===== config.mk =====
export PLATFORM = sky130hd
export DESIGN_NAME = checked_integer_alu_flat
export DESIGN_NICKNAME = d
export VERILOG_FILES = /design/src/hdl/cia_pkg.sv /design/src/hdl/cia_req_if.sv /design/src/hdl/cia_rsp_if.sv /design/src/hdl/cia_unit.sv /design/src/hdl/checked_integer_alu.sv /design/src/flat_wrapper.sv
export SDC_FILE = /design/constraint.sdc
export NUM_CORES = 2
export LEC_CHECK = 0
export BUFFER_PORTS_ARGS = -buffer_cell sky130_fd_sc_hd__clkbuf_2
export CELL_PAD_IN_SITES_DETAIL_PLACEMENT = 0
export CELL_PAD_IN_SITES_GLOBAL_PLACEMENT = 2
export CORE_MARGIN = 2
export CORE_UTILIZATION = 42
export DETAILED_ROUTE_END_ITERATION = 16
export GPL_ROUTABILITY_DRIVEN = 0
export PLACE_DENSITY = 0.88
export RECOVER_POWER = 25
export SLEW_MARGIN = 20
export SYNTH_ARGS = -nofsm -noshare
export SYNTH_HDL_FRONTEND = slang
export SYNTH_HIERARCHICAL = 1
export SYNTH_SLANG_ARGS = --single-unit
export TNS_END_PERCENT = 10

===== constraint.sdc =====
create_clock -name clk -period 15.03 [get_ports clk]
set_clock_uncertainty 0.2 [all_clocks]
set_input_delay 0.7515 -clock clk [delete_from_list [all_inputs] [get_ports clk]]
set_output_delay 0.7515 -clock clk [all_outputs]
set_load 0.005 [all_outputs]

===== src/hdl/cia_pkg.sv =====
// Package: op codes, error codes and shared unit control types for the checked integer ALU.
`default_nettype none
package cia_pkg;
	localparam logic [3:0] OP_ADD = 4'd0;
	localparam logic [3:0] OP_SUB = 4'd1;
	localparam logic [3:0] OP_MUL = 4'd2;
	localparam logic [3:0] OP_NEG = 4'd3;
	localparam logic [3:0] OP_ABS = 4'd4;
	localparam logic [3:0] OP_DIV = 4'd5;
	localparam logic [3:0] OP_MOD = 4'd6;
	localparam logic [3:0] OP_POW = 4'd7;
	localparam logic [3:0] OP_MAX = 4'd8;
	localparam logic [3:0] OP_MIN = 4'd9;

	localparam logic [1:0] ERR_NONE   = 2'd0;
	localparam logic [1:0] ERR_OVF    = 2'd1;
	localparam logic [1:0] ERR_ZDIV   = 2'd2;
	localparam logic [1:0] ERR_NEGEXP = 2'd3;

	typedef enum logic {
		MODE_MUL = 1'b0,
		MODE_DIV = 1'b1
	} unit_mode_t;

	typedef struct packed {
		logic       start;
		unit_mode_t mode;
	} unit_ctrl_t;
endpackage
`default_nettype wire


===== src/hdl/cia_req_if.sv =====
// Request channel: operation and two signed operands.
`default_nettype none
interface cia_req_if;
	logic               valid;
	logic               ready;
	logic [3:0]         op;
	logic signed [31:0] operand_a;
	logic signed [31:0] operand_b;

	modport source (output valid, output op, output operand_a, output operand_b, input ready);
	modport sink   (input valid, input op, input operand_a, input operand_b, output ready);
endinterface
`default_nettype wire


===== src/hdl/cia_rsp_if.sv =====
// Result channel: signed value and error code.
`default_nettype none
interface cia_rsp_if;
	logic               valid;
	logic               ready;
	logic signed [31:0] value;
	logic [1:0]         error_code;

	modport source (output valid, output value, output error_code, input ready);
	modport sink   (input valid, input value, input error_code, output ready);
endinterface
`default_nettype wire


===== src/hdl/cia_unit.sv =====
// Shared bit-serial unit: unsigned shift-add multiply or restoring divide, one bit per cycle.
`default_nettype none
module cia_unit #(
	parameter int W = 32
) (
	input  wire logic                clk,
	input  wire logic                arst_n,
	input  wire cia_pkg::unit_ctrl_t ctrl,
	input  wire logic [W-1:0]        opa,   // multiplicand or divisor
	input  wire logic [W-1:0]        opb,   // multiplier or dividend
	output logic                     done,
	output logic [W-1:0]             hi,    // product high or remainder
	output logic [W-1:0]             lo     // product low or quotient
);
	import cia_pkg::*;

	localparam int CW = $clog2(W + 1);

	logic             busy_q;
	logic             done_q;
	logic [CW-1:0]    cnt_q;
	unit_mode_t       mode_q;
	logic [W-1:0]     x_q;
	logic [W-1:0]     hi_q;
	logic [W-1:0]     lo_q;

	logic [W:0]       msum;
	logic [W:0]       dtry;
	logic [W:0]       ddif;

	// one step of either algorithm
	always_comb begin
		msum = {1'b0, hi_q} + (lo_q[0] ? {1'b0, x_q} : '0);
		dtry = {hi_q, lo_q[W-1]};
		ddif = dtry - {1'b0, x_q};
	end

	always_ff @(posedge clk or negedge arst_n) begin
		if (!arst_n) begin
			busy_q <= 1'b0;
			done_q <= 1'b0;
			cnt_q  <= '0;
		end else begin
			done_q <= 1'b0;
			if (ctrl.start) begin
				busy_q <= 1'b1;
				cnt_q  <= CW'(W);
			end else if (busy_q) begin
				cnt_q <= cnt_q - 1'b1;
				if (cnt_q == CW'(1)) begin
					busy_q <= 1'b0;
					done_q <= 1'b1;
				end
			end
		end
	end

	// datapath, no reset
	always_ff @(posedge clk) begin
		if (ctrl.start) begin
			mode_q <= ctrl.mode;
			x_q    <= opa;
			hi_q   <= '0;
			lo_q   <= opb;
		end else if (busy_q) begin
			if (mode_q == MODE_MUL) begin
				hi_q <= msum[W:1];
				lo_q <= {msum[0], lo_q[W-1:1]};
			end else begin
				hi_q <= ddif[W] ? dtry[W-1:0] : ddif[W-1:0];
				lo_q <= {lo_q[W-2:0], ~ddif[W]};
			end
		end
	end

	assign done = done_q;
	assign hi   = hi_q;
	assign lo   = lo_q;
endmodule
`default_nettype wire


===== src/hdl/checked_integer_alu.sv =====
// Top level: checked signed integer ALU with a sequencer around one shared multiply/divide unit.
// Add, sub, neg, abs, max, min and the special cases are resolved in the dispatch state.
// Multiply and divide/modulo run in the shared unit, one bit per cycle.
// Power runs left-to-right square-and-multiply, exponent limited to clog2(WORD_BITS) bits.
// One item at a time: a request is taken only in idle, re-entered when the result is loaded.
// arst_n clears sequencer and output valid; datapath is not reset.
`default_nettype none
module checked_integer_alu #(
	parameter int WORD_BITS = 32
) (
	input  wire logic clk,
	input  wire logic arst_n,
	cia_req_if.sink   operands,
	cia_rsp_if.source result
);
	import cia_pkg::*;

	localparam int W  = WORD_BITS;
	localparam int KB = $clog2(W);
	localparam logic [W-1:0] MAXV = {1'b0, {(W-1){1'b1}}};
	localparam logic [W-1:0] MINV = {1'b1, {(W-1){1'b0}}};
	localparam logic [W-1:0] ONEV = W'(1);

	typedef enum logic [6:0] {
		S_IDLE = 7'b0000001,
		S_DISP = 7'b0000010,
		S_MUL  = 7'b0000100,
		S_DIV  = 7'b0001000,
		S_PSQ  = 7'b0010000,
		S_PML  = 7'b0100000,
		S_DONE = 7'b1000000
	} state_t;

	state_t         state_q, state_d;
	logic [3:0]     op_q;
	logic [W-1:0]   a_q, b_q, acc_q, acc_d, rv_q, rv_d;
	logic [1:0]     re_q, re_d;
	logic [KB-1:0]  k_q, k_d;
	logic           ovalid_q;
	logic [31:0]    value_q;
	logic [1:0]     err_q;

	logic [W-1:0]   in_a, in_b;
	logic [31:0]    rv32;
	unit_ctrl_t     u_ctrl;
	logic [W-1:0]   u_x, u_y, u_hi, u_lo;
	logic           u_done;

	logic           accept, load_out;
	logic           sa, sb, mneg, u_over;
	logic [W-1:0]   ma, mb, lim;
	logic [W:0]     add_s, sub_s;

	// operand sign extension and result width adaptation
	generate
		if (W <= 32) begin : g_narrow
			assign in_a = operands.operand_a[W-1:0];
			assign in_b = operands.operand_b[W-1:0];
		end else begin : g_wide_in
			assign in_a = {{(W-32){operands.operand_a[31]}}, operands.operand_a};
			assign in_b = {{(W-32){operands.operand_b[31]}}, operands.operand_b};
		end
		if (W < 32) begin : g_ext_out
			assign rv32 = {{(32-W){rv_q[W-1]}}, rv_q};
		end else begin : g_cut_out
			assign rv32 = rv_q[31:0];
		end
	endgenerate

	cia_unit #(.W(W)) u_unit (
		.clk    (clk),
		.arst_n (arst_n),
		.ctrl   (u_ctrl),
		.opa    (u_x),
		.opb    (u_y),
		.done   (u_done),
		.hi     (u_hi),
		.lo     (u_lo)
	);

	assign accept   = operands.valid && operands.ready;
	assign operands.ready = (state_q == S_IDLE);
	assign load_out = (state_q == S_DONE) && (!ovalid_q || result.ready);

	// operand helpers and product range check
	always_comb begin
		sa     = a_q[W-1];
		sb     = b_q[W-1];
		ma     = sa ? -a_q : a_q;
		mb     = sb ? -b_q : b_q;
		add_s  = {sa, a_q} + {sb, b_q};
		sub_s  = {sa, a_q} - {sb, b_q};
		mneg   = (op_q == OP_POW) ? (sa & b_q[0]) : (sa ^ sb);
		lim    = mneg ? MINV : MAXV;
		u_over = (|u_hi) || (u_lo > lim);
	end

	// sequencer
	always_comb begin
		state_d      = state_q;
		acc_d        = acc_q;
		k_d          = k_q;
		rv_d         = rv_q;
		re_d         = re_q;
		u_ctrl.start = 1'b0;
		u_ctrl.mode  = MODE_MUL;
		u_x          = acc_q;
		u_y          = acc_q;
		case (state_q)
			S_IDLE: begin
				if (accept) state_d = S_DISP;
			end
			S_DISP: begin
				state_d = S_DONE;
				rv_d    = '0;
				re_d    = ERR_NONE;
				case (op_q)
					OP_ADD: begin
						if (add_s[W] ^ add_s[W-1]) re_d = ERR_OVF;
						else rv_d = add_s[W-1:0];
					end
					OP_SUB: begin
						if (sub_s[W] ^ sub_s[W-1]) re_d = ERR_OVF;
						else rv_d = sub_s[W-1:0];
					end
					OP_NEG, OP_ABS: begin
						if (a_q == MINV) re_d = ERR_OVF;
						else if (op_q == OP_NEG) rv_d = -a_q;
						else rv_d = ma;
					end
					OP_MAX: rv_d = ($signed(a_q) > $signed(b_q)) ? a_q : b_q;
					OP_MIN: rv_d = ($signed(a_q) < $signed(b_q)) ? a_q : b_q;
					OP_MUL: begin
						u_ctrl.start = 1'b1;
						u_x          = ma;
						u_y          = mb;
						state_d      = S_MUL;
					end
					OP_DIV, OP_MOD: begin
						if (b_q == '0) re_d = ERR_ZDIV;
						else if (b_q == '1) begin
							if (op_q == OP_DIV) begin
								if (a_q == MINV) re_d = ERR_OVF;
								else rv_d = -a_q;
							end
						end else begin
							u_ctrl.start = 1'b1;
							u_ctrl.mode  = MODE_DIV;
							u_x          = mb;
							u_y          = ma;
							state_d      = S_DIV;
						end
					end
					OP_POW: begin
						if (sb) re_d = ERR_NEGEXP;
						else if (b_q == '0) rv_d = ONEV;
						else if (a_q == '0 || a_q == ONEV) rv_d = a_q;
						else if (a_q == '1) rv_d = b_q[0] ? '1 : ONEV;
						else if (b_q > W'(W - 1)) re_d = ERR_OVF;
						else begin
							// |a| >= 2 and a small exponent: square-and-multiply on magnitudes
							acc_d        = ONEV;
							k_d          = KB'(KB - 1);
							u_ctrl.start = 1'b1;
							u_x          = ONEV;
							u_y          = ONEV;
							state_d      = S_PSQ;
						end
					end
					default: ;
				endcase
			end
			S_MUL: begin
				if (u_done) begin
					state_d = S_DONE;
					if (u_over) begin
						re_d = ERR_OVF;
						rv_d = '0;
					end else begin
						re_d = ERR_NONE;
						rv_d = mneg ? -u_lo : u_lo;
					end
				end
			end
			S_DIV: begin
				if (u_done) begin
					// Euclidean correction: negative dividend with nonzero remainder
					state_d = S_DONE;
					re_d    = ERR_NONE;
					if (sa && (u_hi != '0)) begin
						if (op_q == OP_MOD) rv_d = mb - u_hi;
						else rv_d = sb ? (u_lo + ONEV) : ~u_lo;
					end else begin
						if (op_q == OP_MOD) rv_d = u_hi;
						else rv_d = (sa ^ sb) ? -u_lo : u_lo;
					end
				end
			end
			S_PSQ, S_PML: begin
				if (u_done) begin
					acc_d = u_lo;
					if (u_over) begin
						re_d    = ERR_OVF;
						rv_d    = '0;
						state_d = S_DONE;
					end else if (state_q == S_PSQ && b_q[k_q]) begin
						u_ctrl.start = 1'b1;
						u_x          = u_lo;
						u_y          = ma;
						state_d      = S_PML;
					end else if (k_q == '0) begin
						re_d    = ERR_NONE;
						rv_d    = mneg ? -u_lo : u_lo;
						state_d = S_DONE;
					end else begin
						k_d          = k_q - 1'b1;
						u_ctrl.start = 1'b1;
						u_x          = u_lo;
						u_y          = u_lo;
						state_d      = S_PSQ;
					end
				end
			end
			S_DONE: begin
				if (load_out) state_d = S_IDLE;
			end
			default: state_d = S_IDLE;
		endcase
	end

	// control registers
	always_ff @(posedge clk or negedge arst_n) begin
		if (!arst_n) begin
			state_q  <= S_IDLE;
			ovalid_q <= 1'b0;
		end else begin
			state_q <= state_d;
			if (load_out) ovalid_q <= 1'b1;
			else if (result.ready) ovalid_q <= 1'b0;
		end
	end

	// payload registers
	always_ff @(posedge clk) begin
		if (accept) begin
			op_q <= operands.op;
			a_q  <= in_a;
			b_q  <= in_b;
		end
		acc_q <= acc_d;
		k_q   <= k_d;
		rv_q  <= rv_d;
		re_q  <= re_d;
		if (load_out) begin
			value_q <= rv32;
			err_q   <= re_q;
		end
	end

	assign result.valid      = ovalid_q;
	assign result.value      = value_q;
	assign result.error_code = err_q;

	// an error always carries a zero value
	a_err_zero: assert property (@(posedge clk) disable iff (!arst_n)
		load_out && (re_q != ERR_NONE) |-> (rv_q == '0))
		else $error("error result with nonzero value");

	// zero divide comes only from divide or modulo
	a_zdiv_op: assert property (@(posedge clk) disable iff (!arst_n)
		load_out && (re_q == ERR_ZDIV) |-> (op_q == OP_DIV || op_q == OP_MOD))
		else $error("zero divide on wrong op");

	// shared unit finishes only while the sequencer waits on it
	a_unit_done: assert property (@(posedge clk) disable iff (!arst_n)
		u_done |-> (state_q == S_MUL || state_q == S_DIV || state_q == S_PSQ
			|| state_q == S_PML))
		else $error("unit done outside a wait state");
endmodule
`default_nettype wire


===== src/flat_wrapper.sv =====
// flat-port wrapper written by rule: the top's interface ports become plain ports
module checked_integer_alu_flat import cia_pkg::*;
#(
	parameter int WORD_BITS = 32
)
  (clk, arst_n, operands_valid, operands_op, operands_operand_a, operands_operand_b, operands_ready, result_valid, result_value, result_error_code, result_ready);
  cia_req_if operands_i ();
  cia_rsp_if result_i ();
  input  wire logic clk;
  input  wire logic arst_n;
  input wire logic [$bits(operands_i.valid)-1:0] operands_valid;
  input wire logic [$bits(operands_i.op)-1:0] operands_op;
  input wire logic [$bits(operands_i.operand_a)-1:0] operands_operand_a;
  input wire logic [$bits(operands_i.operand_b)-1:0] operands_operand_b;
  output wire logic [$bits(operands_i.ready)-1:0] operands_ready;
  output wire logic [$bits(result_i.valid)-1:0] result_valid;
  output wire logic [$bits(result_i.value)-1:0] result_value;
  output wire logic [$bits(result_i.error_code)-1:0] result_error_code;
  input wire logic [$bits(result_i.ready)-1:0] result_ready;
  assign operands_i.valid = operands_valid;
  assign operands_i.op = operands_op;
  assign operands_i.operand_a = operands_operand_a;
  assign operands_i.operand_b = operands_operand_b;
  assign operands_ready = operands_i.ready;
  assign result_valid = result_i.valid;
  assign result_value = result_i.value;
  assign result_error_code = result_i.error_code;
  assign result_i.ready = result_ready;
  checked_integer_alu #(.WORD_BITS(WORD_BITS)) u_core (.clk(clk), .arst_n(arst_n), .operands(operands_i), .result(result_i));
endmodule

# Word level (Yosys, flattened, before mapping)
# Index checks and enable logic that the tools add are counted.
# Widths: inputs -> output; s select.
[word_totals] reg_bits=286 out_inout_bits=36
[classes] n_addsub=11 magnitude_cmp=5 eq_ne=38 muxes=135 n_bitwise=8 n_reduce_logical=27
[ops] cell="$mux 32" n=55
[ops] cell="$pmux 32 s7" n=1
[ops] cell="$pmux 32 s2" n=3
[ops] cell="$pmux 32 s3" n=2
[ops] cell="$pmux 32 s4" n=1
[ops] cell="$mux 7" n=14
[ops] cell="$eq 32x32->1 const B" n=3
[ops] cell="$neg 32->32" n=3
[ops] cell="$gt 32x32->1" n=2
[ops] cell="$logic_not 32->1" n=2
[ops] cell="$mux 5" n=10
[ops] cell="$pmux 7 s5" n=1
[ops] cell="$add 32x32->33" n=1
[ops] cell="$add 32x33->33" n=1
[ops] cell="$sub 32x32->33" n=1
[ops] cell="$sub 33x32->33" n=1
[ops] cell="$add 32x1->32 const B" n=1
[ops] cell="$eq 32x1->1 const B" n=1
[ops] cell="$gt 32x5->1 const B" n=1
[ops] cell="$lt 32x32->1" n=1
[ops] cell="$not 32->32" n=1
[ops] cell="$reduce_bool 32->1" n=1
[ops] cell="$reduce_or 32->1" n=1
[ops] cell="$sub 32x32->32" n=1
[ops] cell="other kinds (45)" n=115

# Longest topological paths before layout
[logic_depth] depth_word=9 mapped_depth=24 mapped_depth_nobuf=21

# By module
# The synthesis kept the hierarchy.
[by_module_without_submodules] module="checked_integer_alu" n_inst=1 cells_each=2912 area_each_um2=22337.7 seq_area_each_um2=5396.4
[by_module_without_submodules] module="cia_unit" n_inst=1 cells_each=933 area_each_um2=8227.9 seq_area_each_um2=2792.7

# Worst setup path before layout
# Ideal clock, no wire load.
[synth_timing] path_type="flip-flop to flip-flop" startpoint="register u_core.b_q[31]" endpoint="register u_core.u_unit.lo_q[0] (netlist: u_core/u_unit/lo[0]), enable pin" arrival_time_ns=7.080 t_required_ns=14.443 path_slack_ns=7.364 path_stages_with_launch=24 path_buffers=7 cell_sequence="edfxtp_1 clkbuf_1 inv_1 buf_1 ha_1 mux2_2 inv_2 buf_2 buf_1 ha_1 a211oi_1 nor2_1 nor4_1 a31o_1 a21boi_0 a21oi_1 nor4_1 nor2_1 buf_2 inv_1 clkbuf_1 clkbuf_1 nor2_1 inv_1"
[synth_rtl] element="start, declared" line="checked_integer_alu.sv:36" text="logic [W-1:0] a_q, b_q, acc_q, acc_d, rv_q, rv_d;"
[synth_rtl] element="start signal, assigned" line="checked_integer_alu.sv:248" text="b_q <= in_b;"
[synth_rtl] element="end signal, assigned" line="cia_unit.sv:64" text="lo_q <= opb;"
[synth_rtl] element="end signal, assigned" line="cia_unit.sv:68" text="lo_q <= {msum[0], lo_q[W-1:1]};"
[synth_rtl] element="end signal, assigned" line="cia_unit.sv:71" text="lo_q <= {lo_q[W-2:0], ~ddif[W]};"
[synth_rtl] element="end, declared" line="cia_unit.sv:25" text="logic [W-1:0] lo_q;"

==> summary.md <==
| Metric | Value |
|---|---|
| Final Core Density | `0.462` |
| Net Sw Frac | `0.523` |
| EDFF count, synth | `238` |
| Area of the core | `71700 um2` |
| Avg Cell Area, Syn | `7.95 um2` |
| Layout cells sized above 1 | `0.0899` |
| Leak | `0.0128 uW` |
| CP endpoint kind | `register` |
| Ports | `108` |
| PwrDens | `201 nW/um2` |
| Die X-Extent | `274 um` |
| CTS buffer count | `38` |
| PortBufs | `107` |
| First-pass GRT wire length | `193000 um` |
| VDD IR-drop max | `0.130 mV` |
| DR vias | `31270` |
| Final setup vio count | `0` |
| Clock slew at reported path FFs | `0.06 ns` |
| Worst slew pin tran | `1.26 ns` |
| Initial antenna violation count | `9` |
| Main synth FF type | `edfxtp_1` |
| Setup TNS | `0 ns` |
| Rows | `98` |
| WHS Path Cells | `1` |
| Net count after synthesis | `4124` |
| Clock root buffer | `clkbuf_16` |
| Gr ovfl total | `0` |
| Reg2reg path depth | `19` |
| Initial Util | `0.426` |
| Number of fillers in the final layout | `7253` |
| Endpoints failing hold | `0` |
| Relative slew slack | `0.153` |
| Final #Nets | `4074` |
| Clock sink count | `286` |
| Detailed-route DRC error count | `0` |
| Distinct cells, synth | `110` |
| Gate Count Post-Synth | `3845` |
| Critical Path RT | `15.29 ns` |
| Per-cell routed wire length | `27.6 um` |
| Final slew viol count | `0` |
| Fin crit share | `0.520` |
| H-tree depth | `2` |
| DRT Wirelength | `132000 um` |
| GRT Util Overall | `0.343` |
| Sw power | `3480 uW` |
| Hold Crit Class | `input pin to register` |
| Postcts setup bufs | `0` |
| Seq pwr share | `0.228` |
| Logic gate share of total power | `0.634` |
| Area grow syn2layout | `8.41%` |
| Pint | `3170 uW` |
| Die Area | `75000 um2` |
| RSZ-0062 raised after global routing | `no` |
| Initial DRC Count | `4428` |
| Largest net degree at the start of global routing | `82` |
| Commonest non-fill, non-tap cell in the layout | `nand2_1` |
| Synthesized flop and latch total | `286` |
| Number of buffers on the longest clock path | `3` |
| Ys async rst share | `0.0559` |
| Clock share of power | `0.138` |
| Die height | `274 um` |
| DP Area | `31900 um2` |
| Setup Crit Path Kind | `register to register` |
| Max cap viols | `0` |
| Clk_lat worst skew | `0.60 ns` |
| Vias in the first global route | `28213` |
| Status | `finished clean` |
| HPWL Detailed | `99400 um` |
| First-pass DRT Iterations | `8` |
| Worst setup SP type | `register` |
| Mapped Area | `30600 um2` |
| Post-DRT Antenna Nets | `0` |
| Register area share after synthesis | `0.268` |
| FMAX | `128 MHz` |
| Critical Path AT | `8.08 ns` |
| Vias per inst | `6.55` |
| TritonCTS clock tree | `built` |
| Yosys warns | `6` |
| Min Tclk post-route | `7.82 ns` |
| Most frequent cells in the layout | `nand2_1, nor2_1, a21oi_1` |
| Finished Cell Area | `33100 um2` |
| Critical Path Fanout Max | `81` |
[worst paths after layout]
kind,startpoint,slack [ns],to
hold / removal,operands_operand_b[22],0.13,u_core/b_q[22]
max in group asynchronous,arst_n,13.14,u_core/state_q[2]
setup / recovery,u_core/op_q[0],7.21,u_core/u_unit/hi[12]
min in group asynchronous,arst_n,0.76,u_core/u_unit/done
hold reg to reg,u_core/rv32[21],0.22,u_core/result.value[21]
setup reg to reg,u_core/op_q[0],7.21,u_core/u_unit/hi[12]
[power by group through the flow]
stage	Combinational [uW]	Clock, uW	Sequential (uW)
floorplan	3020	0	1260
global placement	4090	0	1510
detailed placement	4070	0	1510
CTS	4100	935	1500
global route	4560	968	1520
finish	4210	920	1520
[stage by stage]
step,power [uW],hold WS (ns),setup WS (ns),std cells
2_1_floorplan,4280,0.200,7.36,3845
3_3_place_gp,5600,0.202,7.59,4703
3_5_place_dp,5580,0.206,7.46,4703
4_1_cts,6530,0.112,7.40,4774
5_1_grt,7050,0.117,6.85,4775
6_report,6650,0.128,7.21,4777
[layer usage]
| metal | global-route usage | vias to the layer above | wire (um) |
|---|---|---|---|
| met3 | 0.0818 | 288 | 16500 |
| met1 | 0.492 | 14774 | 55700 |
| met2 | 0.486 | 2025 | 53400 |
| li1 | - | 14181 | - |
| met5 | 0 | - | 11 |
| met4 | 0.144 | 2 | 6320 |
[worst max-delay path: stages, from the launching register on]
cell	delay (ns)
edfxtp_1	0.68
nand4b_1	0.46
mux2_2	0.72
inv_2	0.52
ha_1	0.48
nand4_1	0.12
or2_2	0.32
nor4_1	0.59
o2111a_1	0.31
a21oi_1	0.08
nor4_2	0.15
buf_4	0.56
nor2_2	0.05
buf_4	0.28
inv_4	0.43
buf_4	0.81
inv_1	0.32
nand2_1	0.28
nor2_1	0.08
a32o_1	0.21
[sequential cells by signal, indices dropped and copies added (netlist names)]
name                      flops
u_core/b_q                   32
u_core/result.error_code      2
u_core/a_q                   32
u_core/u_unit/lo             32
u_core/u_unit/x_q            32
u_core/result.value          32
u_core/k_q                    5
u_core/op_q                   4
u_core/u_unit/busy_q          1
u_core/u_unit/cnt_q           6
u_core/acc_q                 32
u_core/state_q                7
u_core/result.valid           1
u_core/u_unit/mode_q          1
u_core/re_q                   2
u_core/rv32                  32
u_core/u_unit/done            1
u_core/u_unit/hi             32
[what timing repair did]
item,in CTS,in global routing
endpoints found under the setup margin,0,0
hold buffers,1,0
gates resized for setup,0,0
endpoints found under the hold margin,15,0
[Yosys cell counts (all sizes together) (29+ instances only)]
library cell | number | area [um2]
o211ai | 49 | 373
a22oi | 52 | 390
a211oi | 62 | 470
nor4 | 44 | 294
clkbuf | 212 | 797
o31ai | 38 | 290
or2 | 29 | 181
edfxtp | 238 | 7150
ha | 202 | 2530
o221ai | 37 | 324
inv | 211 | 792
xnor2 | 172 | 1510
nand3 | 86 | 430
o22ai | 89 | 557
mux2i | 75 | 751
xor2 | 99 | 867
or3 | 55 | 344
o21bai | 29 | 218
nand2 | 372 | 1400
nand2b | 43 | 277
a21oi | 298 | 1500
dfxtp | 32 | 641
o21ai | 291 | 1470
nor3 | 86 | 435
and2 | 44 | 275
nand4 | 54 | 338
buf | 66 | 360
a21o | 53 | 398
nor2 | 328 | 1250
[logic make-up (layout without fill, tap and decap cells)]
family,after synthesis,count (layout),synth area share
AO/OA/AOI/OAI,1238,1238,0.267
XOR/XNOR,271,271,0.0777
adder cells (fa/ha/maj),207,207,0.0860
other,0,2,0
multiplexers,105,105,0.0409
AND/OR/NAND/NOR,1246,1246,0.197
flip-flops,286,286,0.268
buffers and inverters,492,472,0.0641
[area by class of cell]
type	instances	area [um2]	share of cell area
well taps	950	1190	0.0359
clock buffers	43	970	0.0293
flip-flops and latches	286	8190	0.247
clock inverters	27	263	0.00793
repair buffers	188	1130	0.0341
diodes	2	5.00	0.000151
multi-input cells	3067	20600	0.621
inverters	214	806	0.0243
No activity file was read; power rests on OpenSTA's default activity.
